$ cat src/bthal_pkg.sv
// shared types, codes and defaults of the boundary tag heap allocator
package bthal_pkg;

  localparam int HEAP_UNITS_DEFAULT   = 4096;
  localparam int ALIGN_BYTES_DEFAULT  = 8;
  localparam int HEADER_UNITS_DEFAULT = 1;
  localparam int FOOTER_UNITS_DEFAULT = 1;
  localparam int TAG_W_DEFAULT        = 15;

  localparam logic [1:0] TAG_MARKER = 2'd2;

  localparam logic REG_HEAP_BASE   = 1'b0;
  localparam logic REG_HEAP_LENGTH = 1'b1;

  typedef enum logic [1:0] {
    OP_FORMAT  = 2'd0,
    OP_ALLOC   = 2'd1,
    OP_RELEASE = 2'd2,
    OP_CHECK   = 2'd3
  } op_t;

  typedef enum logic [1:0] {
    ST_DONE    = 2'd0,
    ST_NOMEM   = 2'd1,
    ST_IGNORED = 2'd2,
    ST_CORRUPT = 2'd3
  } status_t;

  typedef enum logic [4:0] {
    C_NOP       = 5'd0,
    C_LATCH     = 5'd1,
    C_DIV_LO    = 5'd2,
    C_DIV_HI    = 5'd3,
    C_DIV_REQ   = 5'd4,
    C_DIV_OFF   = 5'd5,
    C_SAVE_QA   = 5'd6,
    C_SAVE_QB   = 5'd7,
    C_FMT_CLIP  = 5'd8,
    C_FMT_UNITS = 5'd9,
    C_FMT_SET   = 5'd10,
    C_WR_HEAD   = 5'd11,
    C_WR_FOOT   = 5'd12,
    C_WR_TAKE   = 5'd13,
    C_BLK_REST  = 5'd14,
    C_BLK_USED  = 5'd15,
    C_BLK_MERGE = 5'd16,
    C_RD_P      = 5'd17,
    C_RD_FOOT   = 5'd18,
    C_RD_PF     = 5'd19,
    C_RD_NH     = 5'd20,
    C_TAG       = 5'd21,
    C_ADV       = 5'd22,
    C_REL_INIT  = 5'd23,
    C_REL_HDR   = 5'd24,
    C_REL_PH    = 5'd25,
    C_REL_MP    = 5'd26,
    C_REL_MN    = 5'd27,
    C_FINISH    = 5'd28
  } cmd_t;

  typedef struct packed {
    cmd_t    cmd;
    status_t st;
  } ctl_t;

  typedef struct packed {
    op_t  op;
    logic div_busy;
    logic fmt_small;
    logic need_gt_n;
    logic p_ge_n;
    logic fit;
    logic ext_bad;
    logic whole;
    logic rel_out;
    logic rem_nz;
    logic u_lt_h;
    logic hp_ge_n;
    logic foot_bad;
    logic tags_bad;
    logic h_free;
    logic p_zero;
    logic p_lt_f;
    logic pf_bad;
    logic rd_free;
    logic nh_lt_n;
    logic merge_bad;
  } flags_t;

endpackage

$ cat src/bthal_ctrl.sv
// controller: sequences format, allocate, release and check over the datapath
module bthal_ctrl import bthal_pkg::*; (
  input  logic   clk,
  input  logic   rst,
  input  logic   in_valid,
  output logic   in_stall,
  output logic   out_valid,
  input  logic   out_stall,
  input  flags_t flags,
  output ctl_t   ctl
);

  typedef enum logic [39:0] {
    S_IDLE    = 40'd1 << 0,
    S_DISP    = 40'd1 << 1,
    S_F_WLO   = 40'd1 << 2,
    S_F_DHI   = 40'd1 << 3,
    S_F_WHI   = 40'd1 << 4,
    S_F_CLIP  = 40'd1 << 5,
    S_F_UNITS = 40'd1 << 6,
    S_F_SET   = 40'd1 << 7,
    S_F_WH    = 40'd1 << 8,
    S_F_WF    = 40'd1 << 9,
    S_A_WAIT  = 40'd1 << 10,
    S_A_CHK   = 40'd1 << 11,
    S_A_LOOP  = 40'd1 << 12,
    S_A_TAG   = 40'd1 << 13,
    S_A_EVAL  = 40'd1 << 14,
    S_A_W1    = 40'd1 << 15,
    S_A_W2    = 40'd1 << 16,
    S_A_W3    = 40'd1 << 17,
    S_A_W4    = 40'd1 << 18,
    S_A_W5    = 40'd1 << 19,
    S_R_WAIT  = 40'd1 << 20,
    S_R_U     = 40'd1 << 21,
    S_R_RDH   = 40'd1 << 22,
    S_R_TAG   = 40'd1 << 23,
    S_R_FT    = 40'd1 << 24,
    S_R_CMP   = 40'd1 << 25,
    S_R_PREV  = 40'd1 << 26,
    S_R_PFT   = 40'd1 << 27,
    S_R_PHR   = 40'd1 << 28,
    S_R_PHT   = 40'd1 << 29,
    S_R_NEXT  = 40'd1 << 30,
    S_R_NHT   = 40'd1 << 31,
    S_R_FIN   = 40'd1 << 32,
    S_R_WH    = 40'd1 << 33,
    S_R_WF    = 40'd1 << 34,
    S_C_LOOP  = 40'd1 << 35,
    S_C_TAG   = 40'd1 << 36,
    S_C_FT    = 40'd1 << 37,
    S_C_CMP   = 40'd1 << 38,
    S_FIN     = 40'd1 << 39
  } state_t;

  state_t  state, state_next;
  status_t fin_st, fin_st_next;

  assign in_stall = state != S_IDLE;

  always_comb begin
    state_next  = state;
    fin_st_next = fin_st;
    ctl.cmd     = C_NOP;
    ctl.st      = fin_st;
    unique case (state)
      S_IDLE: if (in_valid) begin
        ctl.cmd    = C_LATCH;
        state_next = S_DISP;
      end
      S_DISP: begin
        unique case (flags.op)
          OP_FORMAT: begin
            ctl.cmd    = C_DIV_LO;
            state_next = S_F_WLO;
          end
          OP_ALLOC: begin
            ctl.cmd    = C_DIV_REQ;
            state_next = S_A_WAIT;
          end
          OP_RELEASE: if (flags.rel_out) begin
            state_next  = S_FIN;
            fin_st_next = ST_IGNORED;
          end else begin
            ctl.cmd    = C_DIV_OFF;
            state_next = S_R_WAIT;
          end
          OP_CHECK: state_next = S_C_LOOP;
        endcase
      end
      // format
      S_F_WLO: if (!flags.div_busy) begin
        ctl.cmd    = C_SAVE_QA;
        state_next = S_F_DHI;
      end
      S_F_DHI: begin
        ctl.cmd    = C_DIV_HI;
        state_next = S_F_WHI;
      end
      S_F_WHI: if (!flags.div_busy) begin
        ctl.cmd    = C_SAVE_QB;
        state_next = S_F_CLIP;
      end
      S_F_CLIP: begin
        ctl.cmd    = C_FMT_CLIP;
        state_next = S_F_UNITS;
      end
      S_F_UNITS: begin
        ctl.cmd    = C_FMT_UNITS;
        state_next = S_F_SET;
      end
      S_F_SET: begin
        ctl.cmd = C_FMT_SET;
        if (flags.fmt_small) begin
          state_next  = S_FIN;
          fin_st_next = ST_IGNORED;
        end else begin
          state_next = S_F_WH;
        end
      end
      S_F_WH: begin
        ctl.cmd    = C_WR_HEAD;
        state_next = S_F_WF;
      end
      S_F_WF: begin
        ctl.cmd     = C_WR_FOOT;
        state_next  = S_FIN;
        fin_st_next = ST_DONE;
      end
      // allocate
      S_A_WAIT: if (!flags.div_busy) begin
        ctl.cmd    = C_SAVE_QA;
        state_next = S_A_CHK;
      end
      S_A_CHK: if (flags.need_gt_n) begin
        state_next  = S_FIN;
        fin_st_next = ST_NOMEM;
      end else begin
        state_next = S_A_LOOP;
      end
      S_A_LOOP: if (flags.p_ge_n) begin
        state_next  = S_FIN;
        fin_st_next = ST_NOMEM;
      end else begin
        ctl.cmd    = C_RD_P;
        state_next = S_A_TAG;
      end
      S_A_TAG: begin
        ctl.cmd    = C_TAG;
        state_next = S_A_EVAL;
      end
      S_A_EVAL: if (flags.fit) begin
        if (flags.ext_bad) begin
          state_next  = S_FIN;
          fin_st_next = ST_CORRUPT;
        end else if (flags.whole) begin
          ctl.cmd     = C_WR_TAKE;
          state_next  = S_FIN;
          fin_st_next = ST_DONE;
        end else begin
          ctl.cmd    = C_BLK_REST;
          state_next = S_A_W1;
        end
      end else begin
        ctl.cmd    = C_ADV;
        state_next = S_A_LOOP;
      end
      S_A_W1: begin
        ctl.cmd    = C_WR_HEAD;
        state_next = S_A_W2;
      end
      S_A_W2: begin
        ctl.cmd    = C_WR_FOOT;
        state_next = S_A_W3;
      end
      S_A_W3: begin
        ctl.cmd    = C_BLK_USED;
        state_next = S_A_W4;
      end
      S_A_W4: begin
        ctl.cmd    = C_WR_HEAD;
        state_next = S_A_W5;
      end
      S_A_W5: begin
        ctl.cmd     = C_WR_FOOT;
        state_next  = S_FIN;
        fin_st_next = ST_DONE;
      end
      // release
      S_R_WAIT: if (!flags.div_busy) begin
        ctl.cmd    = C_SAVE_QA;
        state_next = S_R_U;
      end
      S_R_U: if (flags.rem_nz) begin
        state_next  = S_FIN;
        fin_st_next = ST_IGNORED;
      end else if (flags.u_lt_h || flags.hp_ge_n) begin
        state_next  = S_FIN;
        fin_st_next = ST_CORRUPT;
      end else begin
        ctl.cmd    = C_REL_INIT;
        state_next = S_R_RDH;
      end
      S_R_RDH: begin
        ctl.cmd    = C_RD_P;
        state_next = S_R_TAG;
      end
      S_R_TAG: begin
        ctl.cmd    = C_TAG;
        state_next = S_R_FT;
      end
      S_R_FT: if (flags.foot_bad) begin
        state_next  = S_FIN;
        fin_st_next = ST_CORRUPT;
      end else begin
        ctl.cmd    = C_RD_FOOT;
        state_next = S_R_CMP;
      end
      S_R_CMP: if (flags.tags_bad) begin
        state_next  = S_FIN;
        fin_st_next = ST_CORRUPT;
      end else if (flags.h_free) begin
        state_next  = S_FIN;
        fin_st_next = ST_IGNORED;
      end else begin
        ctl.cmd    = C_REL_HDR;
        state_next = S_R_PREV;
      end
      S_R_PREV: if (flags.p_zero) begin
        state_next = S_R_NEXT;
      end else if (flags.p_lt_f) begin
        state_next  = S_FIN;
        fin_st_next = ST_CORRUPT;
      end else begin
        ctl.cmd    = C_RD_PF;
        state_next = S_R_PFT;
      end
      S_R_PFT: if (flags.pf_bad) begin
        state_next  = S_FIN;
        fin_st_next = ST_CORRUPT;
      end else begin
        ctl.cmd    = C_REL_PH;
        state_next = S_R_PHR;
      end
      S_R_PHR: begin
        ctl.cmd    = C_RD_PF;
        state_next = S_R_PHT;
      end
      S_R_PHT: begin
        if (flags.rd_free) begin
          ctl.cmd = C_REL_MP;
        end
        state_next = S_R_NEXT;
      end
      S_R_NEXT: if (flags.nh_lt_n) begin
        ctl.cmd    = C_RD_NH;
        state_next = S_R_NHT;
      end else begin
        state_next = S_R_FIN;
      end
      S_R_NHT: begin
        if (flags.rd_free) begin
          ctl.cmd = C_REL_MN;
        end
        state_next = S_R_FIN;
      end
      S_R_FIN: if (flags.merge_bad) begin
        state_next  = S_FIN;
        fin_st_next = ST_CORRUPT;
      end else begin
        ctl.cmd    = C_BLK_MERGE;
        state_next = S_R_WH;
      end
      S_R_WH: begin
        ctl.cmd    = C_WR_HEAD;
        state_next = S_R_WF;
      end
      S_R_WF: begin
        ctl.cmd     = C_WR_FOOT;
        state_next  = S_FIN;
        fin_st_next = ST_DONE;
      end
      // check
      S_C_LOOP: if (flags.p_ge_n) begin
        state_next  = S_FIN;
        fin_st_next = ST_DONE;
      end else begin
        ctl.cmd    = C_RD_P;
        state_next = S_C_TAG;
      end
      S_C_TAG: begin
        ctl.cmd    = C_TAG;
        state_next = S_C_FT;
      end
      S_C_FT: if (flags.foot_bad) begin
        state_next  = S_FIN;
        fin_st_next = ST_CORRUPT;
      end else begin
        ctl.cmd    = C_RD_FOOT;
        state_next = S_C_CMP;
      end
      S_C_CMP: if (flags.tags_bad) begin
        state_next  = S_FIN;
        fin_st_next = ST_CORRUPT;
      end else begin
        ctl.cmd    = C_ADV;
        state_next = S_C_LOOP;
      end
      // result beat into the output register
      S_FIN: if (!out_valid || !out_stall) begin
        ctl.cmd    = C_FINISH;
        state_next = S_IDLE;
      end
      default: state_next = S_IDLE;
    endcase
  end

  always_ff @(posedge clk) begin
    if (rst) begin
      state     <= S_IDLE;
      fin_st    <= ST_DONE;
      out_valid <= 1'b0;
    end else begin
      state  <= state_next;
      fin_st <= fin_st_next;
      if (ctl.cmd == C_FINISH) begin
        out_valid <= 1'b1;
      end else if (!out_stall) begin
        out_valid <= 1'b0;
      end
    end
  end

endmodule

$ cat config.mk
export PLATFORM = sky130hd
export DESIGN_NAME = bthal_ctrl
export DESIGN_NICKNAME = d
export VERILOG_FILES = /design/src/bthal_pkg.sv /design/src/bthal_ctrl.sv
export SDC_FILE = /design/constraint.sdc
export NUM_CORES = 1
export LEC_CHECK = 0
export BUFFER_PORTS_ARGS = -buffer_cell sky130_fd_sc_hd__buf_2
export CORE_ASPECT_RATIO = 1.4
export CORE_MARGIN = 2
export CORE_UTILIZATION = 58
export CTS_CLUSTER_DIAMETER = 80
export DETAILED_ROUTE_END_ITERATION = 8
export GPL_ROUTABILITY_DRIVEN = 0
export PLACE_DENSITY_LB_ADDON = 0.12
export RECOVER_POWER = 50
export SLEW_MARGIN = 25
export SYNTH_ARGS = -nofsm -noshare
export SYNTH_HDL_FRONTEND = slang
export SYNTH_SLANG_ARGS = --single-unit
$ cat constraint.sdc
create_clock -name clk -period 3.8 [get_ports clk]
set_input_delay 0.38 -clock clk [delete_from_list [all_inputs] [get_ports clk]]
set_output_delay 0.38 -clock clk [all_outputs]
set_load 0.005 [all_outputs]
## After elaboration in Yosys (flattened, before gate mapping)

Index checks and enable logic that the tools add are counted.
Widths: inputs -> output; s select.

- Flip-flop bits (word level): 43
- Bits in latches: 0
- Bits in writable memories: 0
- Memory bits (read-only): 0
- Input port bits: 26
- Logic and storage cells: 160
- Memories: 0

- Add/sub/neg operators: 0
- $mul: 0
- Divide/modulo/power cells: 0
- Magnitude comparators: 0
- Equality and inequality tests: 68
- Shift operators: 0
- Multiplexer cells: 74
- Bitwise gates (word level): 0
- Reductions and logical operators: 15

Operators with widths:

| operator | count |
|---|---|
| $pmux 40 s38 | 1 |
| $mux 40 | 25 |
| $pmux 40 s4 | 1 |
| $pmux 5 s27 | 1 |
| $mux 5 | 16 |
| $eq 40x1->1 const B | 1 |
| $eq 40x10->1 const B | 1 |
| $eq 40x11->1 const B | 1 |
| $eq 40x12->1 const B | 1 |
| $eq 40x13->1 const B | 1 |
| $eq 40x14->1 const B | 1 |
| $eq 40x15->1 const B | 1 |
| $eq 40x16->1 const B | 1 |
| $eq 40x17->1 const B | 1 |
| $eq 40x18->1 const B | 1 |
| $eq 40x19->1 const B | 1 |
| $eq 40x2->1 const B | 1 |
| $eq 40x20->1 const B | 1 |
| $eq 40x21->1 const B | 1 |
| $eq 40x22->1 const B | 1 |
| $eq 40x23->1 const B | 1 |
| $eq 40x24->1 const B | 1 |
| $eq 40x25->1 const B | 1 |
| $eq 40x26->1 const B | 1 |
| 44 further kinds | 94 |

## Longest topological paths before layout

Gate-level depths: netlist of run 1.

- Depth after elaboration: 6
- Gate-level depth with buffers: 10
- Mapped depth without buffers: 8

## Worst setup path before layout of run 1

No wires, ideal clock.

- Path type: register -> output
- Start: register state[11]
- End: output ctl[2] (netlist name)
- Arrival: 2.254 ns
- Data required time: 3.420 ns
- Setup slack: 1.166 ns
- Cell stages (with the launch flop): 9
- Buffers on the path: 2
- Path through: dfxtp_1 -> clkbuf_1 -> nor4_4 -> nand4_1 -> buf_2 -> nor2_1 -> and3_1 -> or4_1 -> or4_1

RTL lines:

| item | line | text |
|---|---|---|
| start, declared | bthal_ctrl.sv:56 | `state_t state, state_next;` |
| start signal, assigned | bthal_ctrl.sv:324 | `state <= state_next;` |
| end, declared | bthal_ctrl.sv:10 | `output ctl_t ctl` |

==> results of run 1 <==
[placed cells by master, fill, tap and decap left out, types with 4 or more instances in the layout]
cell type  count
o21ai_0       16
a21oi_1       13
or4_1          7
o21a_1         4
inv_1          8
nor3_1        22
nor2b_1        9
nand4_1       14
and3_1         6
a32oi_1        4
buf_4          4
buf_2         33
xor2_1         7
nor4_1        12
dfxtp_1       43
nor4_4         6
nand4b_1       6
or4b_2         4
clkbuf_8       6
nor2_1        55
nand3_1       17
nand2_1       30
nor3b_1        6
nor4b_1       15
[synth_stat cells (4+ instances only)]
cell / instances / area, um^2
a21oi_1: 13 / 65.1
a32oi_1: 4 / 35.0
and2_1: 4 / 25.0
and3_1: 6 / 37.5
buf_2: 6 / 30.0
clkbuf_1: 4 / 15.0
dfxtp_1: 43 / 861
inv_1: 8 / 30.0
nand2_1: 30 / 113
nand3_1: 17 / 85.1
nand4_1: 14 / 87.6
nand4b_1: 6 / 52.6
nor2_1: 55 / 206
nor2b_1: 9 / 56.3
nor3_1: 22 / 110
nor3b_1: 6 / 45.0
nor4_1: 12 / 75.1
nor4_4: 6 / 128
nor4b_1: 15 / 131
o21a_1: 4 / 30.0
o21ai_0: 16 / 80.1
or4_1: 7 / 52.6
or4b_2: 4 / 40.0
xor2_1: 7 / 61.3
[layout make-up]
cell class	count	area (um^2)	area share
Timing Repair Buffer	38	199	0.0628
Clock buffer	6	82.6	0.0261
Tap cell	64	80.1	0.0253
Multi-Input combinational cell	303	1910	0.603
Sequential cell	43	861	0.272
Inverter	8	30.0	0.00947
Clock inverter	1	5.00	0.00158
[through the flow]
stage / cells / hold WS, ns / util / area (um^2) / setup slack [ns]
2_1_floorplan: 365 / 0.459 / - / 2860 / 1.17
3_3_place_gp: 456 / 0.483 / 0.643 / 3090 / 0.700
3_5_place_dp: 456 / 0.486 / 0.643 / 3090 / 0.625
4_1_cts: 463 / 0.334 / 0.661 / 3180 / 0.364
5_1_grt: 463 / 0.339 / 0.660 / 3170 / 0.113
6_report: 463 / 0.343 / 0.660 / 3170 / 0.289
[routing by layer]
layer | vias up | part of all wire
met5 | - | 0
met4 | 0 | 0.050
met3 | 34 | 0.078
met2 | 172 | 0.48
met1 | 1401 | 0.39
li1 | 1454 | -
[kinds of logic (layout without fill, tap and decap cells)]
kind of cell,count (synthesis),in the layout,share of synthesized area
xor gates and xnor gates,10,10,0.0307
DFF,43,43,0.301
and+or+nand+nor,231,231,0.494
buffers and inverters,19,53,0.0276
muxes,2,2,0.00919
AOI/OAI and AO/OA,60,60,0.137
[state kept, by name, summed over array words and instances (netlist names)]
register   cells
fin_st         2
state         40
out_valid      1
[where the power goes]
group          total (mW)  internal (mW)  leakage (nW)  switching, mW
Clock               0.300          0.143        0.0470          0.158
Combinational       0.320          0.116         0.866          0.204
Sequential          0.481          0.462         0.347         0.0191
[path summary, 6_finish.rpt]
check / slack, ns / endpoint / cells after the start
max: 0.29 / ctl[3] / 10
min: 0.34 / state[15] / 2
max reg2reg: 0.53 / state[30] / 8
min reg2reg: 0.50 / fin_st[1] / 1
==> flow_metrics.env, run 1 <==
export IMPL_clockBufferDepth=2
export IMPL_ctsHoldBuffers=0
export IMPL_grt_max_degree=13
export IMPL_drv_slew=0
export IMPL_grt_pass1_wl_mm=13.9
export IMPL_routedWlPerCell_um=19.0
export IMPL_wl_mm=8.78
export IMPL_min_path_type="in2reg"
export IMPL_fmax_mhz=285
export IMPL_max_slew_margin=0.450
export IMPL_yosys_warnings=0
export IMPL_critPathRequiredTime_ns=3.42
export IMPL_max_cap_viol_count=0
export IMPL_cp_slowest_cell="nor4_4"
export IMPL_die_h_um=87.1
export IMPL_cp_num_buf_inv=2
export IMPL_path_cells="nor4_4 -> nand4_1 -> buf_4 -> nor2_1 -> nand2_1 -> or3_1 -> o21ai_0 -> a2111oi_0 -> nand4b_1 -> buf_2"
export IMPL_drtIter0Drc=312
export IMPL_synth_seq_cells=43
export IMPL_critical_path_max_stage_delay_ns=0.55
export IMPL_hold_violations=0
export IMPL_cpLargestDelayFamily="simple AND/OR/NAND/NOR gates"
export IMPL_cp_start_kind="register"
export IMPL_fin_crit_ns=3.51
export IMPL_post_cts_buffers=0
export IMPL_n_antenna_cell=0
export IMPL_fp_dieW_um=63.3
export IMPL_use_met3=0.0582
export IMPL_dr_pass1_iters=7
export IMPL_clkLatencyLatePin_ns=0.31
export IMPL_finalPower_mw=1.10
export IMPL_cp_arrival_ns=3.13
export IMPL_finalSetupViolCount=0
export IMPL_grt_pass1_vias=2857
export IMPL_numCtsBuffers=5
export IMPL_avgSynthCellArea_um2=7.83
export IMPL_synthFlopType="dfxtp_1"
export IMPL_start_util=0.595
export IMPL_dr_total_vias=3061
export IMPL_synth_distinct_cells=54
export IMPL_cts_clk_slew_worst_paths_ns=0.09
export IMPL_nNetsFinal=425
export IMPL_drive_gt1_frac=0.163
export IMPL_power_density_nw_per_um2=348
export IMPL_cts_tree="done"
export IMPL_crit_type="reg2out"
export IMPL_die_area_um2=5510
export IMPL_synth_nets=391
export IMPL_fillers=464
export IMPL_dp_hpwl_mm=6.94
export IMPL_leakage_nw=1.26
export IMPL_status="finished, final reports clean"
export IMPL_tightest_slew_ns=0.813
export IMPL_antenna_found_initial=0
export IMPL_rows=30
export IMPL_drc=0
export IMPL_ctsRootBufferMaster="clkbuf_8"
export IMPL_cp_startpoint="state[8]"
export IMPL_ir_drop_mv=0.232
export IMPL_coreArea_um2=4800
export IMPL_rsz0062_at_grt="false"
export IMPL_crit_fanout=11
export IMPL_ctsResizeCount=0
export IMPL_met2_usage=0.559
export IMPL_timing_final_crit_share=0.924
export IMPL_syn_inst=365
export IMPL_grt_util_all_layers=0.324
export IMPL_grt_busiest_layer="met2"
export IMPL_hold_start="flags[13]"
export IMPL_netlist_area_um2=2860
export IMPL_portBuffers=34
export IMPL_grtUsageMet1=0.374
export IMPL_io_pins=35
export IMPL_ant_nets=0
export IMPL_cts_sinks=43
export IMPL_grt_overflow=0
export IMPL_htree_num_levels=2
export IMPL_fin_tns_setup_ns=0
export IMPL_synth_edf_count=0
export IMPL_end_kind="output pin"
export IMPL_viasPerCell=6.61
export IMPL_reg2reg_from="state[31]"
export IMPL_finalClockSkew_ns=0.0129
export IMPL_areaGrowthSynthToFinish_pct=10.9
export IMPL_seq_area_frac_synth=0.301
export IMPL_ys_async_sr_fraction=0
Power figures use the tool's default switching activity.
==> run 2, diff against run 1 <==
ABC_AREA = 1   (was unset)
==> run 2 against run 1 <==
Net effect: clock-buffer cell count fell by 1; via count up 8.0%; design area is 8.6% higher; synthesized cell count up 32%; global-route usage decreased by 1.1 points; largest power group is now combinational logic.
==> flow_metrics.env, run 2 <==
export IMPL_status="finished, final reports clean"
export IMPL_fin_tns_setup_ns=0
export IMPL_met2_usage=0.529
export IMPL_areaGrowthSynthToFinish_pct=6.67
export IMPL_ir_drop_mv=0.370
export IMPL_grt_pass1_wl_mm=14.7
export IMPL_yosysMostFrequentCell="nand2_1"
export IMPL_post_cts_buffers=0
export IMPL_post_route_util=0.632
export IMPL_rows=32
export IMPL_drive_gt1_frac=0.196
export IMPL_timing_final_crit_share=0.806
export IMPL_numCtsBuffers=5
export IMPL_htree_num_levels=2
export IMPL_fillers=553
export IMPL_cts_tree="done"
export IMPL_clockBufferDepth=2
export IMPL_synth_largest_area_cell="dfxtp_1"
export IMPL_final_cell_mix="nand2_1 (93), nor2_1 (73), inv_1 (66), nand3_1 (47), dfxtp_1 (43)"
export IMPL_crit_type="reg2out"
export IMPL_cts_sinks=43
export IMPL_avgSynthCellArea_um2=6.71
export IMPL_seq_area_frac_synth=0.267
export IMPL_cp_arrival_ns=2.68
export IMPL_antenna_found_initial=0
export IMPL_synth_seq_cells=43
export IMPL_crit_fanout=13
export IMPL_yosys_warnings=0
export IMPL_tightest_slew_ns=0.907
export IMPL_path_cells="nor2_1 -> nand2_2 -> nor2_1 -> nand2_1 -> nor2_4 -> nand2_1 -> a21oi_1 -> nor4_1 -> nand3_1 -> buf_2"
export IMPL_die_area_um2=6180
export IMPL_final_common_cell="nand2_1"
export IMPL_netlist_area_um2=3230
export IMPL_fp_dieW_um=67.0
export IMPL_dr_total_vias=3305
export IMPL_drtIter0Drc=356
export IMPL_n_antenna_cell=0
export IMPL_fmax_mhz=326
export IMPL_rsz0062_at_grt="false"
export IMPL_min_path_type="in2reg"
export IMPL_start_util=0.592
export IMPL_grtUsageMet1=0.365
export IMPL_die_h_um=92.2
export IMPL_max_cap_viol_count=0
export IMPL_viasPerCell=5.66
export IMPL_largest_register_ffs=40
export IMPL_synth_nets=507
export IMPL_io_pins=35
export IMPL_syn_inst=481
export IMPL_synth_edf_count=0
export IMPL_hold_violations=0
export IMPL_top_register="state"
export IMPL_leakage_nw=1.69
export IMPL_wl_mm=8.93
export IMPL_dp_hpwl_mm=7.37
export IMPL_cp_slowest_cell="dfxtp_1"
export IMPL_fin_crit_ns=3.06
export IMPL_drv_slew=0
export IMPL_synth_commonest_cells="nand2_1 (91), nor2_1 (71), inv_1 (66)"
export IMPL_coreArea_um2=5450
export IMPL_drc=0
export IMPL_synth_area_top_cells="dfxtp_1 (27%), nand2_1 (11%), nor2_1 (8.3%), inv_1 (7.7%), nand3_1 (7.1%)"
export IMPL_synth_distinct_cells=37
export IMPL_max_slew_margin=0.395
export IMPL_ant_nets=0
export IMPL_ys_async_sr_fraction=0
export IMPL_power_density_nw_per_um2=427
export IMPL_grt_overflow=0
export IMPL_grt_pass1_vias=3211
export IMPL_portBuffers=34
export IMPL_dr_pass1_iters=5
export IMPL_grt_busiest_layer="met2"
export IMPL_cts_clk_slew_worst_paths_ns=0.09
export IMPL_nNetsFinal=541
export IMPL_use_met3=0.0552
export IMPL_grt_max_degree=38
export IMPL_finalClockSkew_ns=0.0107
export IMPL_ctsResizeCount=0
export IMPL_reg_largest_list="state x40, fin_st x2, out_valid x1"
export IMPL_netlist_area_leader_share=0.267
export IMPL_finalSetupViolCount=0
export IMPL_end_kind="output pin"
export IMPL_ctsRootBufferMaster="clkbuf_8"
export IMPL_clkLatencyLatePin_ns=0.31
export IMPL_ctsHoldBuffers=0
export IMPL_critPathRequiredTime_ns=3.42
export IMPL_synthFlopType="dfxtp_1"
export IMPL_cp_start_kind="register"
export IMPL_grt_util_all_layers=0.314
export IMPL_routedWlPerCell_um=15.3
export IMPL_r2r_slack_ns=0.85
export IMPL_critical_path_max_stage_delay_ns=0.37
run 2: metrics by stage:
stage               power, mW  setup WS [ns]  std cells  hold WS (ns)  area [um^2]
floorplan                1.01           1.89        481         0.451         3230
global placement         1.06           1.48        576         0.480         3410
detailed placement       1.07           1.45        576         0.482         3410
CTS                      1.50           1.11        584         0.271         3540
global route             1.55          0.571        584         0.268         3440
finish                   1.47          0.737        584         0.277         3440
run 2: cells by family (layout without fill, tap and decap cells):
logic type | Yosys count | in the layout | synth area share
buffers and inverters | 78 | 113 | 0.107
AND/OR/NAND/NOR | 329 | 329 | 0.567
AO/OA/AOI/OAI | 31 | 31 | 0.0590
flip-flops | 43 | 43 | 0.267
run 2: per-layer routing:
metal / share of wire / vias to the layer above
li1: - / 1641
met3: 0.063 / 37
met4: 0.052 / 0
met1: 0.40 / 1480
met2: 0.49 / 147
met5: 0 / -
run 2: where the power goes:
group	internal (mW)	total, mW	switching [mW]
clock network	0.262	0.429	0.167
logic	0.164	0.553	0.389
registers	0.469	0.486	0.0167
run 2: worst paths after layout:
kind | start | endpoint | depth (start not counted)
setup / recovery | state[10] | ctl[6] | 10
hold / removal | flags[13] | state[15] | 2
setup reg to reg | state[10] | state[10] | 9
hold reg to reg | state[2] | state[2] | 2
run 2: cell type report:
class / instances / area, um^2 / area share
multi-input combinational: 360 / 1920 / 0.557
sequential: 43 / 861 / 0.250
inverter: 70 / 265 / 0.0771
timing repair buffer: 35 / 176 / 0.0513
tap: 68 / 85.1 / 0.0247
clock buffer: 5 / 68.8 / 0.0200
clock inverter: 3 / 67.6 / 0.0196
run 2: worst max-delay path, delay by kind of cell (launching register included):
family	cells	cell delay, ns
compound gates	1	0.25
flops	1	0.37
simple gates	8	1.65
buf+inv	1	0.12
==> run 3, diff against run 2 <==
ABC_AREA = 0   (was 1)
clock period = 3.16 ns   (was 3.8 ns; I/O delays follow)
==> run 3 against run 2 <==
Net effect: the run now ends with design-rule violations, negative setup slack left; global-route usage grew 2.9 points; core utilization rose by 10 points; worst hold slack lost 0.016 ns; sequential power up 19%; largest power group is now registers; setup slack worse by 0.75 ns; first-iteration DRC count unchanged.
==> flow_metrics.env, run 3 (synthesized netlist as in run 1, its figures left out) <==
export IMPL_r2r_end="state[0]"
export IMPL_crit_fanout=7
export IMPL_io_pins=35
export IMPL_crit_type="reg2out"
export IMPL_critPathRequiredTime_ns=2.84
export IMPL_hold_start="flags[13]"
export IMPL_rr_worst_depth=12
export IMPL_portBuffers=34
export IMPL_n_antenna_cell=0
export IMPL_fmax_mhz=315
export IMPL_htree_num_levels=2
export IMPL_grt_max_degree=14
export IMPL_ir_drop_mv=0.308
export IMPL_final_cell_mix="nor2_1 (53), buf_4 (37), buf_2 (32), nand2_1 (29), dfxtp_2 (25)"
export IMPL_finalSetupViolCount=2
export IMPL_grt_pass1_wl_mm=14.6
export IMPL_dr_total_vias=3351
export IMPL_die_h_um=87.1
export IMPL_min_path_cells=2
export IMPL_cp_start_kind="register"
export IMPL_wl_mm=9.75
export IMPL_reg2reg_from="state[33]"
export IMPL_max_slew_margin=0.516
export IMPL_power_density_nw_per_um2=411
export IMPL_cts_sinks=43
export IMPL_tightest_slew_ns=0.716
export IMPL_numCtsBuffers=5
export IMPL_post_route_util=0.735
export IMPL_drtIter0Drc=356
export IMPL_violations="design-rule violations, negative setup slack"
export IMPL_dr_pass1_iters=9
export IMPL_final_common_cell="nor2_1"
export IMPL_hold_violations=0
export IMPL_rsz0062_at_grt="true"
export IMPL_reg_largest_list="state x40, fin_st x2, out_valid x1"
export IMPL_fp_dieW_um=63.3
export IMPL_coreArea_um2=4800
export IMPL_max_cap_viol_count=0
export IMPL_antenna_found_initial=0
export IMPL_leakage_nw=1.45
export IMPL_place_area_um2=3270
export IMPL_grt_util_all_layers=0.343
export IMPL_fin_crit_ns=3.18
export IMPL_cts_tree="done"
export IMPL_dp_hpwl_mm=7.43
export IMPL_grt_overflow=0
export IMPL_finalClockSkew_ns=0.0127
export IMPL_clkLatencyLatePin_ns=0.31
export IMPL_grt_pass1_vias=2954
export IMPL_ant_nets=0
export IMPL_min_path_type="in2reg"
export IMPL_cp_arrival_ns=2.86
export IMPL_viasPerCell=6.74
export IMPL_top_register="state"
export IMPL_largest_register_ffs=40
export IMPL_status="complete, but fails checks"
export IMPL_areaGrowthSynthToFinish_pct=23.6
export IMPL_r2r_slack_ns=0.24
export IMPL_drive_gt1_frac=0.321
export IMPL_layout_setup_ws_ns=-0.0173
export IMPL_rows=30
export IMPL_drv_slew=0
export IMPL_end_kind="output pin"
export IMPL_cts_clk_slew_worst_paths_ns=0.09
export IMPL_fin_area_um2=3530
export IMPL_nNetsFinal=458
export IMPL_die_area_um2=5510
export IMPL_drc=8
export IMPL_timing_final_crit_share=1.01
export IMPL_ctsRootBufferMaster="clkbuf_8"
export IMPL_routedWlPerCell_um=19.6
export IMPL_clockBufferDepth=2
export IMPL_min_to="state[15]"
export IMPL_start_util=0.595
[run 3: cell types whose count changed in the layout (fill, tap and decap cells not counted), sizes merged, moves of 7 or more]
cell	delta
buf	+35
inv	-62
nand2	-81
nand3	-33
nor2	-40
nor2b	+9
nor3	-16
nor4b	+15
or4	+8
xor2	+7
[run 3: how the worst max path moves through the flow]
stage / from / endpoint / slack, ns / depth (start not counted)
3_3_place_gp: state[4] / ctl[6] / 0.29 / 9
6_report: state[15] / ctl[3] / -0.02 / 10
5_1_grt: state[15] / ctl[5] / -0.08 / 9
3_5_place_dp: state[16] / ctl[3] / 0.25 / 9
4_1_cts: state[25] / ctl[2] / 0.001 / 8
2_1_floorplan: state[11] / ctl[2] / 0.59 / 8
[run 3: where the power goes]
part / leakage (nW) / switching (mW) / internal (mW) / total, mW
Combinational: 1.04 / 0.287 / 0.208 / 0.495
Sequential: 0.364 / 0.0233 / 0.555 / 0.578
Clock: 0.0484 / 0.198 / 0.179 / 0.377
[run 3: metal layers]
| layer | part of all wire | track usage | up-vias |
|---|---|---|---|
| li1 | - | - | 1529 |
| met1 | 0.36 | 0.393 | 1500 |
| met2 | 0.47 | 0.598 | 245 |
| met3 | 0.098 | 0.0569 | 77 |
| met4 | 0.069 | 0.198 | 0 |
| met5 | 0 | 0 | - |
[run 3: layout make-up]
class | instances | area, um^2
clock buffers | 7 | 86.3
fillers | 416 | 1270
flip-flops and latches | 43 | 911
well taps | 64 | 80.1
inverters | 8 | 30.0
repair buffers | 71 | 445
clock inverters | 1 | 8.76
multi-input cells | 303 | 1970
[run 3: metrics by stage]
stage | TNS (ns) | instances | setup slack (ns) | total power [mW] | hold WS, ns
floorplan | 0 | 365 | 0.590 | 0.844 | 0.395
global placement | 0 | 480 | 0.293 | 1.03 | 0.489
detailed placement | 0 | 480 | 0.251 | 1.03 | 0.493
CTS | 0 | 488 | 0.00139 | 1.40 | 0.268
global route | -0.243 | 497 | -0.0836 | 1.50 | 0.265
finish | -0.0264 | 497 | -0.0173 | 1.45 | 0.260
[run 3: critical path, stage by stage (launching register included)]
cell and delay (ns):
dfxtp_2 0.38, nor4_4 0.44, nand4_1 0.28, buf_4 0.24, nor2_1 0.14, nand2_1 0.11, or3_1 0.43, o21ai_0 0.16
a2111oi_0 0.12, nand4b_1 0.12, buf_2 0.12
[run 3: repair_timing]
action,4_1_cts,5_1_grt
resized for setup,8,38
hold buffers,0,0
setup buffers,0,9
pin swaps,0,7
endpoints found under the setup margin,3,5
